--- config.mk ---
export PLATFORM = sky130hd
export DESIGN_NAME = pola_ctrl
export DESIGN_NICKNAME = d
export VERILOG_FILES = /design/src/rtl/pola_pkg.sv /design/src/rtl/pola_ctrl.sv
export SDC_FILE = /design/constraint.sdc
export NUM_CORES = 1
export LEC_CHECK = 0
export BUFFER_PORTS_ARGS = -buffer_cell sky130_fd_sc_hd__buf_2
export CORE_MARGIN = 2
export CORE_UTILIZATION = 30
export DETAILED_ROUTE_END_ITERATION = 12
export PLACE_DENSITY = 0.59
export SETUP_SLACK_MARGIN = 0.02
export SLEW_MARGIN = 30
export SYNTH_ARGS = -nofsm -noshare
export SYNTH_HDL_FRONTEND = slang
export SYNTH_SLANG_ARGS = --single-unit
--- constraint.sdc ---
create_clock -name clk -period 1.5 [get_ports clk]
set_input_delay 0.225 -clock clk [delete_from_list [all_inputs] [get_ports clk]]
set_output_delay 0.225 -clock clk [all_outputs]
set_load 0.005 [all_outputs]
--- src/rtl/pola_pkg.sv ---
// Shared types and constants for the page ownership list allocator.
// Holds the operation codes, controller states and the command/status structs.
// Depends on nothing; every other file in rtl/ refers to it by scoped names.
`default_nettype none

package pola_pkg;

    // Default sizes of the link table and of the space tables.
    localparam int DEF_NUM_PAGES  = 1024;
    localparam int DEF_NUM_SPACES = 16;

    // Fixed widths of the word fields.
    localparam int FUNC_W  = 2;
    localparam int PAGE_W  = 10;
    localparam int SPACE_W = 4;
    localparam int COUNT_W = 11;

    typedef enum logic [FUNC_W-1:0] {
        FUNC_ADD    = 2'd0,
        FUNC_REMOVE = 2'd1,
        FUNC_ALLOC  = 2'd2
    } func_t;

    typedef enum logic [3:0] {
        ST_CLEAR,
        ST_IDLE,
        ST_DECODE,
        ST_ALLOC_CHK,
        ST_ADD_RD,
        ST_ADD_CHK,
        ST_RM_START,
        ST_RM_HEAD,
        ST_WALK,
        ST_RM_LINK,
        ST_RM_CLR,
        ST_REPORT,
        ST_FINISH
    } state_t;

    // Source of the link table read address.
    typedef enum logic [1:0] {
        RD_TGT,
        RD_HEAD,
        RD_LINK
    } rd_src_t;

    // Source of the current space index.
    typedef enum logic {
        SP_IN,
        SP_FREE
    } sp_src_t;

    typedef struct packed {
        logic    capture;
        logic    clr_step;
        logic    sp_load;
        sp_src_t sp_src;
        logic    tgt_load;
        logic    tgt_from_head;
        logic    mem_re;
        rd_src_t rd_src;
        logic    push_write;
        logic    head_unlink;
        logic    walk_init;
        logic    walk_adv;
        logic    link_bypass;
        logic    tgt_clear;
        logic    out_load;
    } cmd_t;

    typedef struct packed {
        logic              clr_last;
        logic              sp_valid;
        logic              pg_valid;
        logic              fl_valid;
        logic [FUNC_W-1:0] func;
        logic              head_none;
        logic              head_is_tgt;
        logic              count_zero;
        logic              rd_none;
        logic              rd_is_tgt;
        logic              steps_last;
        logic              out_free;
    } status_t;

endpackage

`default_nettype wire

--- src/rtl/pola_ctrl.sv ---
// Controller of the page ownership list allocator: one state machine that
// sequences the clearing sweep, add, remove (list walk) and allocate.
// Depends on pola_pkg; drives pola_datapath through pola_pkg::cmd_t.
`default_nettype none

module pola_ctrl (
    input  wire                  clk,
    input  wire                  rst_n,
    input  wire                  in_valid,
    output logic                 in_stall,
    input  wire pola_pkg::status_t status,
    output pola_pkg::cmd_t       cmd
);

    pola_pkg::state_t state_reg;
    pola_pkg::state_t state_next;
    logic             is_alloc;

    assign is_alloc = status.func == pola_pkg::FUNC_ALLOC;

    always_ff @(posedge clk or negedge rst_n)
    begin
        if (!rst_n)
        begin
            state_reg <= pola_pkg::ST_CLEAR;
        end
        else
        begin
            state_reg <= state_next;
        end
    end

    // Next state.
    always_comb
    begin
        state_next = state_reg;
        case (state_reg)
            pola_pkg::ST_CLEAR:
            begin
                if (status.clr_last)
                begin
                    state_next = pola_pkg::ST_IDLE;
                end
            end
            pola_pkg::ST_IDLE:
            begin
                if (in_valid)
                begin
                    state_next = pola_pkg::ST_DECODE;
                end
            end
            pola_pkg::ST_DECODE:
            begin
                state_next = pola_pkg::ST_REPORT;
                if (status.sp_valid)
                begin
                    case (status.func)
                        pola_pkg::FUNC_ADD:
                        begin
                            if (status.pg_valid)
                            begin
                                state_next = pola_pkg::ST_ADD_RD;
                            end
                        end
                        pola_pkg::FUNC_REMOVE:
                        begin
                            if (status.pg_valid)
                            begin
                                state_next = pola_pkg::ST_RM_START;
                            end
                        end
                        pola_pkg::FUNC_ALLOC:
                        begin
                            state_next = pola_pkg::ST_ALLOC_CHK;
                        end
                        default:
                        begin
                            state_next = pola_pkg::ST_REPORT;
                        end
                    endcase
                end
            end
            pola_pkg::ST_ALLOC_CHK:
            begin
                if (status.fl_valid && !status.count_zero && !status.head_none)
                begin
                    state_next = pola_pkg::ST_RM_START;
                end
                else
                begin
                    state_next = pola_pkg::ST_REPORT;
                end
            end
            pola_pkg::ST_ADD_RD:
            begin
                state_next = pola_pkg::ST_ADD_CHK;
            end
            pola_pkg::ST_ADD_CHK:
            begin
                state_next = pola_pkg::ST_REPORT;
            end
            pola_pkg::ST_RM_START:
            begin
                if (status.head_none)
                begin
                    state_next = pola_pkg::ST_REPORT;
                end
                else if (status.head_is_tgt)
                begin
                    state_next = pola_pkg::ST_RM_HEAD;
                end
                else
                begin
                    state_next = pola_pkg::ST_WALK;
                end
            end
            pola_pkg::ST_RM_HEAD:
            begin
                state_next = is_alloc ? pola_pkg::ST_ADD_RD : pola_pkg::ST_REPORT;
            end
            pola_pkg::ST_WALK:
            begin
                if (status.rd_none)
                begin
                    state_next = pola_pkg::ST_REPORT;
                end
                else if (status.rd_is_tgt)
                begin
                    state_next = pola_pkg::ST_RM_LINK;
                end
                else if (status.steps_last)
                begin
                    state_next = pola_pkg::ST_REPORT;
                end
            end
            pola_pkg::ST_RM_LINK:
            begin
                state_next = pola_pkg::ST_RM_CLR;
            end
            pola_pkg::ST_RM_CLR:
            begin
                state_next = pola_pkg::ST_REPORT;
            end
            pola_pkg::ST_REPORT:
            begin
                state_next = pola_pkg::ST_FINISH;
            end
            pola_pkg::ST_FINISH:
            begin
                if (status.out_free)
                begin
                    state_next = pola_pkg::ST_IDLE;
                end
            end
            default:
            begin
                state_next = pola_pkg::ST_IDLE;
            end
        endcase
    end

    // Commands to the datapath.
    always_comb
    begin
        cmd      = '0;
        in_stall = 1'b1;
        case (state_reg)
            pola_pkg::ST_CLEAR:
            begin
                cmd.clr_step = 1'b1;
            end
            pola_pkg::ST_IDLE:
            begin
                in_stall    = 1'b0;
                cmd.capture = in_valid;
            end
            pola_pkg::ST_DECODE:
            begin
                cmd.sp_load  = 1'b1;
                cmd.sp_src   = is_alloc ? pola_pkg::SP_FREE : pola_pkg::SP_IN;
                cmd.tgt_load = !is_alloc;
            end
            pola_pkg::ST_ALLOC_CHK:
            begin
                cmd.tgt_load      = 1'b1;
                cmd.tgt_from_head = 1'b1;
            end
            pola_pkg::ST_ADD_RD:
            begin
                cmd.mem_re = 1'b1;
                cmd.rd_src = pola_pkg::RD_TGT;
            end
            pola_pkg::ST_ADD_CHK:
            begin
                cmd.push_write = status.rd_none;
            end
            pola_pkg::ST_RM_START:
            begin
                cmd.mem_re    = 1'b1;
                cmd.rd_src    = status.head_is_tgt ? pola_pkg::RD_TGT : pola_pkg::RD_HEAD;
                cmd.walk_init = 1'b1;
            end
            pola_pkg::ST_RM_HEAD:
            begin
                cmd.head_unlink = 1'b1;
                cmd.sp_load     = is_alloc;
                cmd.sp_src      = pola_pkg::SP_IN;
            end
            pola_pkg::ST_WALK:
            begin
                if (!status.rd_none)
                begin
                    if (status.rd_is_tgt)
                    begin
                        cmd.mem_re = 1'b1;
                        cmd.rd_src = pola_pkg::RD_TGT;
                    end
                    else if (!status.steps_last)
                    begin
                        cmd.mem_re   = 1'b1;
                        cmd.rd_src   = pola_pkg::RD_LINK;
                        cmd.walk_adv = 1'b1;
                    end
                end
            end
            pola_pkg::ST_RM_LINK:
            begin
                cmd.link_bypass = 1'b1;
            end
            pola_pkg::ST_RM_CLR:
            begin
                cmd.tgt_clear = 1'b1;
            end
            pola_pkg::ST_REPORT:
            begin
                cmd.sp_load = 1'b1;
                cmd.sp_src  = pola_pkg::SP_IN;
            end
            pola_pkg::ST_FINISH:
            begin
                cmd.out_load = status.out_free;
            end
            default:
            begin
                cmd = '0;
            end
        endcase
    end

endmodule

`default_nettype wire

==> metrics.txt, run 1 <==
Gate power share 83.8%; largest family of logic cells by synthesized area simple AND/OR/NAND/NOR gates; routed via count 1018; clock power share 5.4%; Reg-to-Reg End state_reg[1]$_DFFE_PN0P_; vias in the first global route 946; most used cell, CP buf_6; via/cell ratio 5.221; Fill cells 204; first-pass GRT wire length 3953 µm; clk sinks 4; Post-Syn Area 718.2 µm²; Synth Area in Adders 6.969%; R2R Setup Slk -0.09 ns; fmax 628.0 MHz; clk slew on worst S/H paths 0.04 ns; Routed Antenna Nets 0; DIE AREA 2802 µm²; Port Buf Inserts 32; Starting Density 32.16%; Starting DRT DRC Count 10; internal power 0.001323 W; Flop pwr share 10.9%; # IOs 33; Simple-Gate Fraction of Synth Area 41.99%; Avg Cell Area, Syn 6.840 µm²; routed wire length 2627 µm; DR WL/cell 13.47 µm; Die W 52.93 µm; Synth Warn # 0; Critical Path End Type flop; Psw 0.001058 W; routability cong. 0.8411; multiplexer share of the synthesized area 1.394%; Crit Path Class flop to flop; H-tree depth 1; Yosys top cell by area dfrtp_1; GRT Residual Overflow 0; Pwr Density 1762 nW/µm²; Reg2Reg Depth 5; max FFs per register 4; GRT Overall Usage 18.53%; Synth cell types 42; clock root buffer clkbuf_4; Synth Area in XOR/XNOR 0%; max_cap viols 0; CP endpoint state_reg[1]$_DFFE_PN0P_; final-report setup violation count 10; number of diodes 0; Fin Hold WS 0.3355 ns; synthesis-to-finish area growth 88.15%; Tmin final 1.592 ns; Num CTS Buffers 3; Core Region 2233 µm²; max-slew violations 0; Leak Pwr 0.6786 nW; Worst Clk Skew 0.0006646 ns; worst slew pin tran 0.3633 ns; Max Fanout on Critical Path 4; number of hold violations in the final report 0; CP peak stage delay 0.45 ns; Post-Syn Nets 125; Worst Setup SP state_reg[0]$_DFFE_PN0P_; TritonCTS clock tree done; setup ws final -0.09236 ns; kind of start point of the critical path flop; slowest cell on the critical path dfrtp_2; Post-DP HPWL 1891 µm; die height 52.93 µm; sequential-to-total area share from yosys stat 13.94%; cells along the critical path buf_6, buf_6, a21oi_4, or3b_4, a311oi_2; TritonRoute pass-1 iters 4; final period utilization 106.2%; cell count after placement 181; largest net degree at the start of global routing 14; DR DRC count 0; Synth top area share 13.94%; Compound-Gate Fraction of Synth Area 25.96%; Sw Ratio 44.44%; Area contributors post-synth dfrtp_1, ha_1, nor3_1, nor2_1, nor2b_1; headroom to the max-slew limit 75.73%; status finished, violations left; Synth Instances 105; initial antenna violation count 0; Peak VDD IR 0.7537 mV; worst-skew pair later-pin latency 0.22 ns; RSZ-0062 raised after global routing yes; layout cell share with drive strength beyond 1 59.28%; WP data required 1.63 ns; final net count 189; maximum clock path buffer count 2; crit path DAT 1.72 ns; non-filler cells, final 195; Rows 17; Worst Hold Class input pin to asynchronous set/reset pin; violated checks setup timing; #FFs+latches synth 4; Worst R2R Start state_reg[0]$_DFFE_PN0P_
-- timing repair --
action,4_1_cts,5_1_grt
pin swaps,14,7
gates resized for setup,30,19
hold buffers,1,0
setup buffers,9,2
endpoints found under the setup margin,18,21
hold endpoints to repair,4,0
-- kinds of logic (layout without fill, tap and decap cells) --
| kind of cell | after synthesis | after routing |
|---|---|---|
| and+or+nand+nor | 54 | 54 |
| AOI/OAI and AO/OA | 27 | 27 |
| buffers and inverters | 15 | 77 |
| muxes | 1 | 1 |
| adders and majority gates | 4 | 4 |
| DFF | 4 | 4 |
-- routing by layer --
metal / vias to the layer above / part of all wire [%] / GRT usage (%)
met2: 32 / 51 / 35.21
met4: 0 / 1.5 / 5.556
met5: - / 0 / 0
met1: 474 / 43 / 21.37
li1: 508 / - / -
met3: 4 / 4.5 / 1.977
-- layout by cell type, fill, tap and decap left out, types with 3 or more instances in the layout --
master     n
nand2_1    6
buf_4     18
inv_1      7
o21ai_0    4
and3_1     3
nor2_1     6
clkbuf_4   3
ha_1       4
buf_2     32
nor2_2     3
nor2b_1    4
a21oi_1    4
nor3_1     3
o32a_1     3
buf_6     15
nand2b_4   3
nor3_2     5
-- critical path: cells and delay by family (launching register included) --
| kind | cells | cell delay, ns |
|---|---|---|
| AND/OR/NAND/NOR | 1 | 0.40 |
| flip-flops | 1 | 0.45 |
| AO/OA/AOI/OAI | 2 | 0.38 |
| buffers and inverters | 2 | 0.25 |
-- through the flow --
step           utilization, %  worst slack [ns]  instance area [µm²]  total power [W]   TNS, ns
2_1_floorplan               -            0.1060                718.2         0.001024         0
6_report                60.50          -0.09236                 1351         0.002381   -0.4801
3_5_place_dp            46.83          -0.05278                 1046         0.001571  -0.08497
4_1_cts                 56.13          -0.06767                 1254         0.002113   -0.3820
5_1_grt                 60.50           -0.1400                 1351         0.002549    -1.258
3_3_place_gp            46.83          -0.02100                 1046         0.001558  -0.02198
-- power by group through the flow --
stage / combinational [W] / clock (W) / sequential [W]
after global placement: 0.00132 / 0 / 0.000240
after floorplan: 0.000830 / 0 / 0.000194
after detailed placement: 0.00133 / 0 / 0.000238
after CTS: 0.00174 / 0.000131 / 0.000239
after global routing: 0.00214 / 0.000144 / 0.000263
final: 0.00199 / 0.000128 / 0.000259
-- final cells by class --
cell class	count	area [µm²]	area share (%)
inverters	8	32.53	2.407
well taps	28	35.03	2.593
clock buffers	3	22.52	1.667
multi-input cells	86	684.4	50.65
flip-flops and latches	4	102.6	7.593
repair buffers	66	474.2	35.09
-- cells in the mapped netlist, drive strengths merged --
cell type,count
a211oi,1
a21boi,1
a21o,1
a21oi,7
a222oi,1
a311oi,1
a31oi,1
a32o,1
a41oi,1
and2,1
and2b,1
and3,3
and3b,1
and4,1
buf,6
clkbuf,1
dfrtp,4
ha,4
inv,8
mux2i,1
nand2,7
nand2b,5
nand3,3
nand3b,1
nand4,1
nor2,10
nor2b,6
nor3,8
nor3b,1
nor4,1
o21ai,7
o22ai,1
o31ai,1
o32a,3
or2,1
or3b,1
or4,2
-- how the worst min path moves through the flow --
stage          slack [ns]                        to  start
2_1_floorplan       -0.07  state_reg[0]$_DFFE_PN0P_  rst_n
3_5_place_dp         0.03  state_reg[2]$_DFFE_PN0P_  rst_n
3_3_place_gp         0.03  state_reg[3]$_DFFE_PN0P_  rst_n
4_1_cts              0.33  state_reg[3]$_DFFE_PN0P_  rst_n
6_report             0.34  state_reg[3]$_DFFE_PN0P_  rst_n
5_1_grt              0.34  state_reg[1]$_DFFE_PN0P_  rst_n
No activity file was read; power rests on OpenSTA's default activity.
==> run 2, diff against run 1 <==
ABC_AREA = 1   (was default)
PLACE_DENSITY = 0.61   (was 0.59)
==> run 2 against run 1 <==
Net effect:
- the run still ends with setup timing left
- clock power up 5%
- power down 20%
- clock skew is 0.0035 ns higher
- routed wire length decreased by 4.1%
- final cell count rose by 5.6%
- first-iteration DRC count grew to 2.6 times the previous value
==> metrics.txt, run 2 <==
status finished, violations left; violated checks setup timing; clock power share 7.0% (+1.6 points); Post-Route Utilization 56.50% (-4.0 points); Flop pwr share 12.7% (+1.8 points); cells along the critical path buf_4, nand2_2, inv_1, nand2_1, nand3_1, buf_2; number of diodes 0 (unchanged); Reg2Reg Depth 8 (+3); Max Fanout on Critical Path 4 (unchanged); worst-skew pair later-pin latency 0.24 ns (+0.02 ns); die height 50.30 µm (-5.0%); Die W 50.30 µm (-5.0%); max-slew violations 0 (unchanged); Routed Antenna Nets 0 (unchanged); Async S/R FF share, synth 100.0% (unchanged); number of hold violations in the final report 0 (unchanged); most frequent cells in the layout buf_2, nand2_1, inv_1; most common cell in the netlist nand2_1; maximum clock path buffer count 2 (unchanged); Area contributors post-synth nand2_1, dfrtp_1, inv_1, nor2_1, nand3_1; Starting Density 32.13% (about the same); internal power 0.0009123 W (-31%); final net count 201 (+6.3%); #FFs+latches synth 4 (unchanged); Critical Path End Type output port; R2R Setup Slk 0.10 ns (+0.19 ns); cell count after placement 187 (+3.3%); slowest cell on the critical path dfrtp_2; Synth Flop Type dfrtp_1; routed via count 1016 (-0.20%); clk slew on worst S/H paths 0.04 ns (about the same); Synth Instances 124 (+18%); Starting DRT DRC Count 26 (+16); clock root buffer clkbuf_4; Num CTS Buffers 3 (unchanged); Leak Pwr 0.6594 nW (-2.8%); Port Buf Inserts 32 (unchanged); RSZ-0062 raised after global routing yes; final-report setup violation count 6 (-4); headroom to the max-slew limit 87.14% (+11 points); layout cell share with drive strength beyond 1 45.81% (-13 points); largest net degree at the start of global routing 7 (-7); vias in the first global route 970 (+2.5%); Post-synth top cells nand2_1, inv_1, nor2_1, nand3_1; Reg-to-Reg End state_reg[3]$_DFFE_PN0P_; clk sinks 4 (unchanged); first-pass GRT wire length 3933 µm (-0.51%); final period utilization 104.7% (-1.5 points); CP peak stage delay 0.43 ns (-0.02 ns); GRT Overall Usage 19.83% (+1.3 points); initial antenna violation count 0 (unchanged); Avg Cell Area, Syn 5.186 µm² (-24%); Worst Setup SP state_reg[0]$_DFFE_PN0P_; Crit Path Class flop to output port; setup ws final -0.06983 ns (+0.02253 ns); Synth Warn # 0 (unchanged); Post-Syn Area 643.1 µm² (-10%); WP data required 1.27 ns (-0.36 ns); most common cell after layout, fill and taps aside buf_2; kind of start point of the critical path flop; DR WL/cell 12.22 µm (-9.3%); Rows 16 (-1); max FFs per register 4 (unchanged); CP endpoint cmd[13]; worst slew pin tran 0.1913 ns (-0.1721 ns); DR DRC count 0 (unchanged); routed wire length 2518 µm (-4.1%); TritonCTS clock tree done; Peak VDD IR 1.118 mV (+48%); CP delay by family, top flip-flops; Tmin final 1.570 ns (-0.02253 ns); via/cell ratio 4.932 (-5.5%); synthesis-to-finish area growth 75.87%; Post-Syn Nets 144 (+15%); Post-DP HPWL 1593 µm (-16%); Synth cell types 16 (-62%); fmax 637.0 MHz (+1.4%); # IOs 33 (unchanged); DIE AREA 2530 µm² (-9.7%); Core Region 2002 µm² (-10%); Fin Hold WS 0.2967 ns (-0.03889 ns); Worst R2R Start state_reg[1]$_DFFE_PN0P_; Worst path depth 6 (+1); CP bufs+invs 3 (+1); non-filler cells, final 206 (+5.6%); Worst Hold Class input pin to flop; Yosys top cell by area nand2_1; Fill cells 201 (-1.5%); H-tree depth 1 (unchanged); Gate power share 80.3% (-3.5 points); Pwr Density 1694 nW/µm² (-3.9%); Sw Ratio 52.37% (+7.9 points); sequential-to-total area share from yosys stat 15.56% (+1.6 points); Worst Clk Skew 0.004147 ns (+0.003483 ns); crit path DAT 1.34 ns (-0.38 ns); max_cap viols 0 (unchanged); TritonRoute pass-1 iters 4 (unchanged); EDFF count, synth 0 (unchanged); routability cong. 0.8750 (+4.0%); Psw 0.001003 W (-5.2%); Synth top area share 21.01% (+7.1 points); GRT Residual Overflow 0 (unchanged)
## run 2: changes by cell type in the layout (fill, tap and decap cells not counted), moves of 5 or more
cell / previous run / this run
nor2_4: 1 / 8
nand3_1: 2 / 14
nand2_1: 6 / 28
inv_2: 0 / 5
nand2_2: 1 / 6
inv_1: 7 / 19
buf_6: 15 / 1
nor2_1: 6 / 16
## run 2: logic make-up after synthesis
kind of cell | share of synthesized area, %
AND/OR/NAND/NOR | 53.50
buffers and inverters | 14.59
AO/OA/AOI/OAI | 8.561
adder cells (fa/ha/maj) | 7.782
flip-flops | 15.56
## run 2: worst reg2reg max path: cells and delay by family, from the launching register on
kind / cells / cell delay (ns)
simple gates: 6 / 0.61
buf+inv: 2 / 0.26
flops: 1 / 0.41
## run 2: stage by stage
stage,area [µm²],setup TNS (ns),worst slack (ns),total power (W)
2_1_floorplan,643.1,0,0.1604,0.0008048
3_3_place_gp,867.1,0,0.06415,0.001145
3_5_place_dp,867.1,0,0.06071,0.001141
4_1_cts,1036,-0.08180,-0.03435,0.001623
5_1_grt,1131,-0.5938,-0.1299,0.002064
6_report,1131,-0.2005,-0.06983,0.001916
## run 2: worst min-delay path by stage
stage,startpoint,to,slack (ns),cells past startpoint
2_1_floorplan,rst_n,state_reg[0]$_DFFE_PN0P_,-0.07,0
3_3_place_gp,rst_n,state_reg[3]$_DFFE_PN0P_,0.03,1
3_5_place_dp,rst_n,state_reg[3]$_DFFE_PN0P_,0.03,1
4_1_cts,in_valid,state_reg[0]$_DFFE_PN0P_,0.29,4
5_1_grt,in_valid,state_reg[0]$_DFFE_PN0P_,0.30,4
6_report,in_valid,state_reg[0]$_DFFE_PN0P_,0.30,4
## run 2: layout make-up
type	count	area, µm²	area share (%)
clock buffer	3	22.52	1.991
multi-input combinational	95	559.3	49.45
timing repair buffer	52	316.6	27.99
sequential	4	102.6	9.071
inverter	25	96.34	8.518
tap	27	33.78	2.987
## run 2: per-layer routing
metal / wire (µm) / vias to the layer above / track usage, % / part of all wire (%)
met5: 0 / - / 0 / 0
met4: 41 / 0 / 9.009 / 1.6
met3: 176 / 6 / 3.274 / 7.0
met2: 1256 / 46 / 33.99 / 50
met1: 1044 / 463 / 24.09 / 41
li1: - / 501 / - / -
## run 2: repair_timing
item                       4_1_cts  5_1_grt
hold buffers                     1        0
pin swaps                        4        2
setup endpoints to repair       11       16
gates resized for setup         25       18
buffers inserted                12        3
gates cloned                     0        0
hold endpoints to repair         4        0
## run 2: power groups by stage
stage | Clock (W) | Combinational, W | Sequential, W
CTS | 0.000139 | 0.00126 | 0.000222
finish | 0.000134 | 0.00154 | 0.000243
floorplan | 0 | 0.000585 | 0.000220
global placement | 0 | 0.000930 | 0.000215
detailed placement | 0 | 0.000926 | 0.000215
global route | 0.000142 | 0.00167 | 0.000249
==> run 3, diff against run 2 <==
CORE_ASPECT_RATIO = 1.1   (was default)
RECOVER_POWER = 25   (was default)
==> run 3 against run 2 <==
Net effect:
- the flow still finishes with violations (setup timing)
- global-route usage down 0.85 points
- worst setup slack worse by 0.0036 ns
- sequential share of layout area up 0.18 points
- combinational power down 3%
- core utilization down 0.96 points
- final cell count up 0.49%
- clock power about the same
- sequential cell count unchanged
- routed wire length down 7.3%
- clock-buffer cell count unchanged
- worst hold slack better by 0.0032 ns
- critical path type unchanged
- critical endpoint is now cmd[6]
==> metrics.txt, run 3 (synthesized netlist as in run 2, its figures left out) <==
max FFs per register 4 (unchanged); non-filler cells, final 207 (+0.49%); Multi-input gate area 535.5 µm² (-4.3%); most common cell after layout, fill and taps aside buf_2; kind of start point of the critical path flop; GRT Overall Usage 18.98% (-0.85 points); DR DRC count 0 (unchanged); Worst Hold Class input pin to flop; maximum clock path buffer count 2 (unchanged); GRT Residual Overflow 0 (unchanged); routability cong. 0.8574 (-2.0%); Rows 17 (+1); clock power share 7.0% (about the same); Core Region 2021 µm² (+0.94%); worst-skew pair later-pin latency 0.23 ns (about the same); Psw 0.0009502 W (-5.3%); Tmin final 1.573 ns (+0.003638 ns); Worst Clk Skew 0.003377 ns (-0.0007707 ns); Num CTS Buffers 3 (unchanged); final-report setup violation count 4 (-2); final period utilization 104.9% (+0.24 points); headroom to the max-slew limit 83.27% (-3.9 points); crit path DAT 1.35 ns (about the same); Gate power share 79.2% (-1.1 points); status finished, violations left; WP data required 1.27 ns (about the same); routed wire length 2334 µm (-7.3%); Critical Path End Type output port; Routed Antenna Nets 0 (unchanged); DR WL/cell 11.28 µm (-7.8%); fmax 635.5 MHz (-0.23%); register area 103.9 µm² (+1.2%); violated checks setup timing; Post-DP Area 883.3 µm² (+1.9%); Flop pwr share 13.8% (+1.1 points); Sw Ratio 50.43% (-1.9 points); cells along the critical path inv_2, buf_4, nor2_2, nand2_1, nor2_1, buf_2; number of diodes 0 (unchanged); Fill cells 182 (-9.5%); Leak Pwr 0.6507 nW (-1.3%); slowest cell on the critical path dfrtp_1; max-slew violations 0 (unchanged); via/cell ratio 4.729 (-4.1%); Die W 48.15 µm (-4.3%); number of hold violations in the final report 0 (unchanged); Worst Setup SP state_reg[2]$_DFFE_PN0P_; Post-DP HPWL 1651 µm (+3.6%); clk sinks 4 (unchanged); final net count 201 (unchanged); most frequent cells in the layout buf_2, nand2_1, inv_1; layout cell share with drive strength beyond 1 44.69% (-1.1 points); cell count after placement 190 (+1.6%); cell area after layout 1122 µm² (-0.77%); setup ws final -0.07347 ns (-0.003638 ns); vias in the first global route 903 (-6.9%); first-pass GRT wire length 3470 µm (-12%); # IOs 33 (unchanged); initial antenna violation count 0 (unchanged); H-tree depth 1 (unchanged); Starting Density 31.83% (-0.30 points); internal power 0.0009341 W (+2.4%); max_cap viols 0 (unchanged); Fin Hold WS 0.2999 ns (+0.003225 ns); Peak VDD IR 1.297 mV (+16%); die height 52.56 µm (+4.5%); Starting DRT DRC Count 15 (-42%); TritonCTS clock tree done; TritonRoute pass-1 iters 4 (unchanged); routed via count 979 (-3.6%); CP peak stage delay 0.35 ns (-0.08 ns); Post-Route Utilization 55.54% (-0.96 points); largest net degree at the start of global routing 7 (unchanged); Pwr Density 1679 nW/µm² (-0.87%); RSZ-0062 raised after global routing yes; Crit Path Class flop to output port; clk slew on worst S/H paths 0.04 ns (about the same); synthesis-to-finish area growth 74.51%; HP Start in_valid; Port Buf Inserts 32 (unchanged); Max Fanout on Critical Path 6 (+2); Worst R2R Start state_reg[0]$_DFFE_PN0P_; clock root buffer clkbuf_4; DIE AREA 2531 µm² (about the same); Place WS 0.08801 ns (+0.02730 ns); worst slew pin tran 0.2507 ns (+0.05941 ns)
## run 3: critical path: cells and delay by family (launching register included)
kind | cells | cell delay [ns]
simple gates | 3 | 0.46
flops | 1 | 0.35
buf+inv | 3 | 0.30
## run 3: final timing paths
kind                                       endpoint  cells after the start  slack [ns]
min reg2reg                state_reg[3]$_DFFE_PN0P_                      3        0.68
min in group asynchronous  state_reg[2]$_DFFE_PN0P_                      2        0.35
max                                          cmd[6]                      6       -0.07
max in group asynchronous  state_reg[3]$_DFFE_PN0P_                      2        0.95
max reg2reg                state_reg[3]$_DFFE_PN0P_                      8        0.09
min                        state_reg[0]$_DFFE_PN0P_                      4        0.30
## run 3: timing repair
item,in CTS,in global routing
hold buffers,1,0
endpoints found under the setup margin,9,15
pin swaps,7,3
resized for setup,22,20
endpoints found under the hold margin,4,0
buffers inserted,7,6
## run 3: power groups by stage
stage                     Sequential [W]  Clock, W  Combinational, W
final                           0.000261  0.000131           0.00149
after global routing            0.000270  0.000140           0.00164
after CTS                       0.000229  0.000136           0.00120
after detailed placement        0.000214         0          0.000981
after global placement          0.000212         0          0.000976
after floorplan                 0.000220         0          0.000585
## run 3: through the flow
step,setup TNS (ns),power (W)
finish,-0.1391,0.001884
global route,-0.5971,0.002052
CTS,-0.1652,0.001561
detailed placement,0,0.001195
global placement,0,0.001188
floorplan,0,0.0008048
## run 3: cell type report
cell class                      count  share of cell area, %
Sequential cell                     4                  9.253
Tap cell                           28                  3.122
Clock buffer                        3                  2.007
Timing Repair Buffer               52                  29.10
Inverter                           25                  8.807
Multi-Input combinational cell     95                  47.71
## run 3: routing by layer
| layer | vias to the layer above | share of wire (%) | global-route usage (%) |
|---|---|---|---|
| li1 | 501 | - | - |
| met1 | 442 | 43 | 24.43 |
| met2 | 34 | 51 | 31.14 |
| met3 | 2 | 5.0 | 3.103 |
| met4 | 0 | 0.60 | 5.856 |
| met5 | - | 0 | 0 |
